### config.mk
export PLATFORM = sky130hd
export DESIGN_NAME = afk_sincos
export DESIGN_NICKNAME = d
export VERILOG_FILES = /design/src/design/afk_pkg.sv /design/src/design/afk_sincos.sv
export SDC_FILE = /design/constraint.sdc
export NUM_CORES = 2
export LEC_CHECK = 0
export BUFFER_PORTS_ARGS = -buffer_cell sky130_fd_sc_hd__buf_2
export CORE_MARGIN = 1.5
export CORE_UTILIZATION = 35
export CTS_CLUSTER_DIAMETER = 40
export DETAILED_ROUTE_END_ITERATION = 10
export MAX_ROUTING_LAYER = met4
export PLACE_DENSITY_LB_ADDON = 0.15
export SKIP_CTS_REPAIR_TIMING = 1
export SYNTH_ARGS = -nofsm -noshare
export SYNTH_HDL_FRONTEND = slang
export SYNTH_SLANG_ARGS = --single-unit
### constraint.sdc
create_clock -name aclk -period 12.85 [get_ports aclk]
set_input_delay 3.2125 -clock aclk [delete_from_list [all_inputs] [get_ports aclk]]
set_output_delay 3.2125 -clock aclk [all_outputs]
set_load 0.02 [all_outputs]
### src/design/afk_pkg.sv
// Package for the arm forward kinematics block: widths, constants, CORDIC table.
package afk_pkg;

    localparam int CordicStepsDefault = 16;
    localparam int AngleBitsDefault   = 16;
    localparam int CordicMaxSteps     = 24;

    localparam int RegWidth   = 18;
    localparam int AngleWidth = 16;
    localparam int OutWidth   = 20;
    localparam int RegCount   = 6;
    localparam int RegIdxWidth = 3;

    // Register indexes on the configuration port.
    localparam logic [RegIdxWidth-1:0] REG_BASE_HEIGHT    = 3'd0;
    localparam logic [RegIdxWidth-1:0] REG_UPPER_ARM      = 3'd1;
    localparam logic [RegIdxWidth-1:0] REG_FOREARM        = 3'd2;
    localparam logic [RegIdxWidth-1:0] REG_TOOL           = 3'd3;
    localparam logic [RegIdxWidth-1:0] REG_LATERAL_OFFSET = 3'd4;
    localparam logic [RegIdxWidth-1:0] REG_WRIST_OFFSET   = 3'd5;

    // CORDIC datapath: Q30 values, 34 bits signed covers the gain-scaled vector.
    localparam int CordicWidth = 34;
    localparam logic signed [CordicWidth-1:0] CordicGain = 34'sd652032874;

    localparam logic signed [OutWidth-1:0] OutMax = 20'sd524287;
    localparam logic signed [OutWidth-1:0] OutMin = -20'sd524288;

    typedef logic signed [CordicWidth-1:0] cordic_t;

    // Arctangent of 2^-i as a 32-bit binary angle.
    function automatic cordic_t atan_entry(input int idx);
        logic [31:0] v;
        begin
            case (idx)
                0: v = 32'h20000000;  1: v = 32'h12E4051E;  2: v = 32'h09FB385B;
                3: v = 32'h051111D4;  4: v = 32'h028B0D43;  5: v = 32'h0145D7E1;
                6: v = 32'h00A2F61E;  7: v = 32'h00517C55;  8: v = 32'h0028BE53;
                9: v = 32'h00145F2F; 10: v = 32'h000A2F98; 11: v = 32'h000517CC;
                12: v = 32'h00028BE6; 13: v = 32'h000145F3; 14: v = 32'h0000A2FA;
                15: v = 32'h0000517D; 16: v = 32'h000028BE; 17: v = 32'h0000145F;
                18: v = 32'h00000A30; 19: v = 32'h00000518; 20: v = 32'h0000028C;
                21: v = 32'h00000146; 22: v = 32'h000000A3; 23: v = 32'h00000051;
                default: v = 32'h0;
            endcase
            atan_entry = cordic_t'({2'b00, v});
        end
    endfunction

    // Clamp a wide sum to the output range.
    function automatic logic signed [OutWidth-1:0] saturate(input logic signed [63:0] v);
        begin
            if (v > 64'(OutMax)) begin
                saturate = OutMax;
            end else if (v < 64'(OutMin)) begin
                saturate = OutMin;
            end else begin
                saturate = v[OutWidth-1:0];
            end
        end
    endfunction

endpackage

### src/design/afk_sincos.sv
// Pipelined rotation-mode CORDIC: one binary angle in, Q30 cosine and sine out.
module afk_sincos
    import afk_pkg::*;
#(
    parameter int CORDIC_STEPS = CordicStepsDefault,
    parameter int ANGLE_BITS   = AngleBitsDefault
) (
    input  logic                  aclk,
    input  logic                  ce,
    input  logic [AngleWidth-1:0] angle,
    output cordic_t               cos_out,
    output cordic_t               sin_out
);

    localparam int Steps = (CORDIC_STEPS < CordicMaxSteps) ? CORDIC_STEPS : CordicMaxSteps;

    cordic_t     x_reg [Steps+1];
    cordic_t     y_reg [Steps+1];
    cordic_t     z_reg [Steps+1];
    logic [1:0]  q_reg [Steps+1];

    logic [31:0] phase;
    logic [31:0] shifted;

    // Fold to the nearest quadrant and keep the residual angle.
    always_comb begin
        phase   = {angle, 16'h0000} & (32'hFFFF_FFFF << (32 - ANGLE_BITS));
        shifted = phase + 32'h2000_0000;
    end

    always_ff @(posedge aclk) begin
        if (ce) begin
            x_reg[0] <= CordicGain;
            y_reg[0] <= '0;
            z_reg[0] <= cordic_t'({4'b0000, shifted[29:0]}) - cordic_t'(34'sh2000_0000);
            q_reg[0] <= shifted[31:30];
        end
    end

    // One micro-rotation per stage.
    for (genvar i = 0; i < Steps; i++) begin : g_step
        always_ff @(posedge aclk) begin
            if (ce) begin
                if (!z_reg[i][CordicWidth-1]) begin
                    x_reg[i+1] <= x_reg[i] - (y_reg[i] >>> i);
                    y_reg[i+1] <= y_reg[i] + (x_reg[i] >>> i);
                    z_reg[i+1] <= z_reg[i] - atan_entry(i);
                end else begin
                    x_reg[i+1] <= x_reg[i] + (y_reg[i] >>> i);
                    y_reg[i+1] <= y_reg[i] - (x_reg[i] >>> i);
                    z_reg[i+1] <= z_reg[i] + atan_entry(i);
                end
                q_reg[i+1] <= q_reg[i];
            end
        end
    end

    // Undo the quadrant fold.
    always_comb begin
        case (q_reg[Steps])
            2'd0: begin cos_out = x_reg[Steps];  sin_out = y_reg[Steps];  end
            2'd1: begin cos_out = -y_reg[Steps]; sin_out = x_reg[Steps];  end
            2'd2: begin cos_out = -x_reg[Steps]; sin_out = -y_reg[Steps]; end
            default: begin cos_out = y_reg[Steps]; sin_out = -x_reg[Steps]; end
        endcase
    end

endmodule

Yosys cells after proc, flatten, opt, wreduce, memory -nomap -nowiden
Memories as Yosys holds them, arrays and structs flattened.
Index checks and enable logic that the tools add are counted.

word-level totals
  memories = 4
  logic and storage cells = 302
  bits in registers = 0
  input port bits = 18
  output and inout port bits = 68
  bits in writable memories = 1768

operators by class
  reductions and logical operators = 1
  bitwise logic cells = 48
  mux-type cells = 148
  $add $sub $neg = 99
  eq/ne operators = 2

memories
  name   depth  width  read ports  clocked after Yosys merged registers in  write ports  line              source
  x_reg  17     34     17          0                                        17           afk_sincos.sv:17  cordic_t x_reg [Steps+1];
  y_reg  17     34     17          0                                        17           afk_sincos.sv:18  cordic_t y_reg [Steps+1];
  z_reg  17     34     16          0                                        17           afk_sincos.sv:19  cordic_t z_reg [Steps+1];
  q_reg  17     2      17          0                                        17           afk_sincos.sv:20  logic [1:0] q_reg [Steps+1];

operators by type and width
  kind              count
  $mux 34           48
  $pmux 34 s3       2
  $mux 1            98
  $add 34x19->34    2
  $add 34x20->34    2
  $add 34x21->34    2
  $add 34x22->34    2
  $add 34x23->34    2
  $add 34x24->34    2
  $add 34x25->34    2
  $add 34x26->34    2
  $add 34x27->34    2
  $add 34x28->34    2
  $add 34x29->34    2
  $add 34x30->34    2
  $add 34x31->34    2
  $add 34x32->34    2
  $add 34x33->34    2
  $neg 34->34       2
  $sub 34x19->34    2
  $sub 34x20->34    2
  $sub 34x21->34    2
  $sub 34x22->34    2
  $sub 34x23->34    2
  50 further kinds  108

Depth between registers and ports, before layout
An unclocked memory read counts as a cell.

  word-level depth = 5
  mapped depth = 22
  gate-level depth less buffers = 21

Least setup slack after synthesis
Ideal clock, no wire load.

  kind = input port to flip-flop
  start point = in ce
  end point = mem x_reg[8][32] (netlist bit), data pin
  arrival = 7450 ps
  data required time = 12585 ps
  library setup time = 265 ps
  slack = 5135 ps
  stages on the path = 19
  path buffers = 3
  path through = clkbuf_1 > nand2_1 > inv_1 > clkbuf_1 > buf_1 > nor2_1 > xor2_1 > ha_1 > a21o_1 > a21oi_1 > o21bai_1 > a2111oi_2 > o31ai_1 > a221oi_2 > o21ai_1 > a211o_1 > a21oi_1 > o211ai_1 > xor2_1

RTL lines
  element             line              source
  start: declaration  afk_sincos.sv:9   input logic ce,
  end: declaration    afk_sincos.sv:17

==> metrics.md <==
| Metric | Value |
|---|---|
| Status | finished clean |
| DR pass1 iterations | 5 |
| Clock tree sinks | 1474 |
| Worst-Margin Slew | 1.19 ns |
| Post-DRT Antenna Nets | 0 |
| Post-Synthesis Cells | 12758 |
| DIE WIDTH | 597 um |
| Multi-input combinational cell area | 0.0767 mm2 |
| Antenna violations before repair | 2 |
| CTS tree | built |
| Vias/cell | 5.29 |
| Yosys top cell area share | 35.8% |
| Post-synthesis mux area share | 1.02% |
| Primary FF master, synth | edfxtp_1 |
| Yosys cell types | 105 |
| Clock Latency Late Sink | 0.92 ns |
| Core area | 0.350 mm2 |
| Post-synthesis sequential area ratio | 35.8% |
| DP HPWL | 262000 um |
| Clock transition at path regs | 0.06 ns |
| Period minus WS final | 8.00 ns |
| Post-Synth Simple-Gate Area | 12.7% |
| Vias in the first global route | 91800 |
| Slew margin rel. | 20.5% |
| Avg WL per Cell | 18.6 um |
| Gr usage total | 18.7% |
| Maximum net fanout on the critical path | 56 |
| Routed wire length | 332000 um |
| Max cap viols | 0 |
| # DRC | 0 |
| FMAX | 125 MHz |
| Site Rows | 217 |
| Initial core utilization | 35.3% |
| Syn Area/Cell | 9.68 um2 |
| CTS root buffer | clkbuf_16 |
| Share of cells above drive strength 1 | 6.51% |
| XOR/XNOR Fraction of Synth Area | 13.7% |
| Setup TNS | 0 ns |
| Max reg flops | 511 |
| Clock skew | 0.0558 ns |
| Post-synth ARST share | 0% |
| Die footprint | 0.356 mm2 |
| Syn_nets | 14193 |
| Cell taking the most area after synthesis | edfxtp_1 |
| Startpoint Class | input port |
| Synth cell count leaders | edfxtp_1, ha_1, a21oi_1, xnor2_1, nor2_1 |
| Period utilization | 62.3% |
| Initial DRC count | 5727 |
| Number of synthesized flops with an enable pin | 1474 |
| H-tree depth | 5 |
| Worst min path class | flip-flop to flip-flop |
| Fill cells | 34823 |
| Area growth syn-to-layout | 13.4% |
| IO Pins | 86 |
| Crit path kind | input port to flip-flop |
| Final Util | 40.0% |
| First-pass GRT wire length | 523000 um |
| Largest family of logic cells by synthesized area | compound AO/OA/AOI/OAI gates |
| Clock buffer depth | 4 |
| Largest net degree at the start of global routing | 160 |
| Critical path capture point type | flip-flop |
| Fraction of the mapped netlist area in adder cells | 14.6% |
| Max-slew violation count | 0 |
| Number of failing hold endpoints at the final stage | 0 |
| GRT overflow | 0 |
| Via Count | 94583 |
| Synth warnings | 0 |
| # port buffers | 85 |
| FF+latch area | 0.0443 mm2 |
| Critical path data arrival time | 8.63 ns |
| Compound-Gate Fraction of Synth Area | 20.1% |
| Die Height | 597 um |
| Yosys reg bits | 1474 |
| Final GP Congestion | 0.878 |
| TritonCTS buffer count | 317 |
| Count leader, synth | edfxtp_1 |
| Synth area leaders | edfxtp_1, ha_1, xnor2_1, a21oi_1, xor2_1 |
| Final number of setup-violating endpoints | 0 |
| Worst EP required | 13.48 ns |
| Post-Syn Area | 0.123 mm2 |
| Fin nets | 14469 |
| RSZ-0062 raised after global routing | no |
-- area by class of cell --
cell class | count | share of cell area, %
Antenna cell | 2 | 0.00357
Clock buffer | 343 | 5.79
Clock inverter | 237 | 1.72
Inverter | 490 | 1.31
Multi-Input combinational cell | 10599 | 54.8
Sequential cell | 1474 | 31.6
Tap cell | 4599 | 4.11
Timing Repair Buffer | 152 | 0.700
-- kinds of logic after synthesis --
kind of cell,after synthesis
compound gates,3907
xor+xnor,1930
flops,1474
fa+ha+maj,1417
mux,116
simple gates,3229
buf+inv,685
-- metrics by stage --
stage | setup slack [ns] | cell area, um2 | cells | hold WS, ns
2_1_floorplan | 5.14 | 123000 | 12758 | 0.400
3_3_place_gp | 3.90 | 130000 | 17314 | 0.401
3_5_place_dp | 3.90 | 130000 | 17314 | 0.406
4_1_cts | 4.88 | 140000 | 17894 | 0.413
5_1_grt | 4.50 | 140000 | 17895 | 0.418
6_report | 4.85 | 140000 | 17896 | 0.413
-- critical path, cell delays in order --
cell and delay, ns:
buf_12 0.28, buf_4 0.46, nand2_1 0.09, buf_4 0.29, clkinv_1 0.08, buf_4 0.20, buf_4 0.50, nor2_1 0.13
xnor2_1 0.15, ha_1 0.36, a31oi_1 0.20, inv_1 0.07, o31ai_1 0.58, o211ai_1 0.21, a221oi_1 0.69, o211a_1 0.36
nor2_1 0.09, o41a_1 0.33, xor2_1 0.14
-- layout by cell type (no fill, tap or decap), types with 70 or more instances in the layout --
cell type / instances
edfxtp_1: 1474
ha_1: 1376
a21oi_1: 1299
xnor2_1: 1272
nor2_1: 965
nand2_1: 730
a21o_1: 673
xor2_1: 657
o21ai_0: 639
inv_1: 478
clkbuf_16: 321
nor3_1: 282
nand2b_1: 235
nand3_1: 226
o21a_1: 193
o21bai_1: 170
nor2b_1: 169
o31ai_1: 140
a31oi_1: 116
a211oi_1: 113
and3_1: 110
or3_1: 107
buf_2: 84
o21ai_1: 74
nor4_1: 73
nand4_1: 70
-- worst paths after layout --
| check | from | endpoint | slack [ns] | depth (start not counted) |
|---|---|---|---|---|
| setup / recovery | ce | y_reg[13][31] | 4.85 | 19 |
| hold / removal | q_reg[0][25] | q_reg[0][27] | 0.41 | 0 |
| setup reg to reg | z_reg[6][33] | x_reg[7][30] | 6.75 | 17 |
| hold reg to reg | q_reg[0][25] | q_reg[0][27] | 0.41 | 0 |
-- metal layers --
metal	vias to the layer above	track usage (%)	share of wire (%)
met5	-	-	0
met4	0	5.34	2.8
met3	465	2.00	3.5
met2	1527	31.5	48
met1	44428	23.8	46
li1	48163	-	-
Power is left out: the tool's default activity adds up to more than one toggle a clock period on the data nets, which glitch-free logic cannot reach.
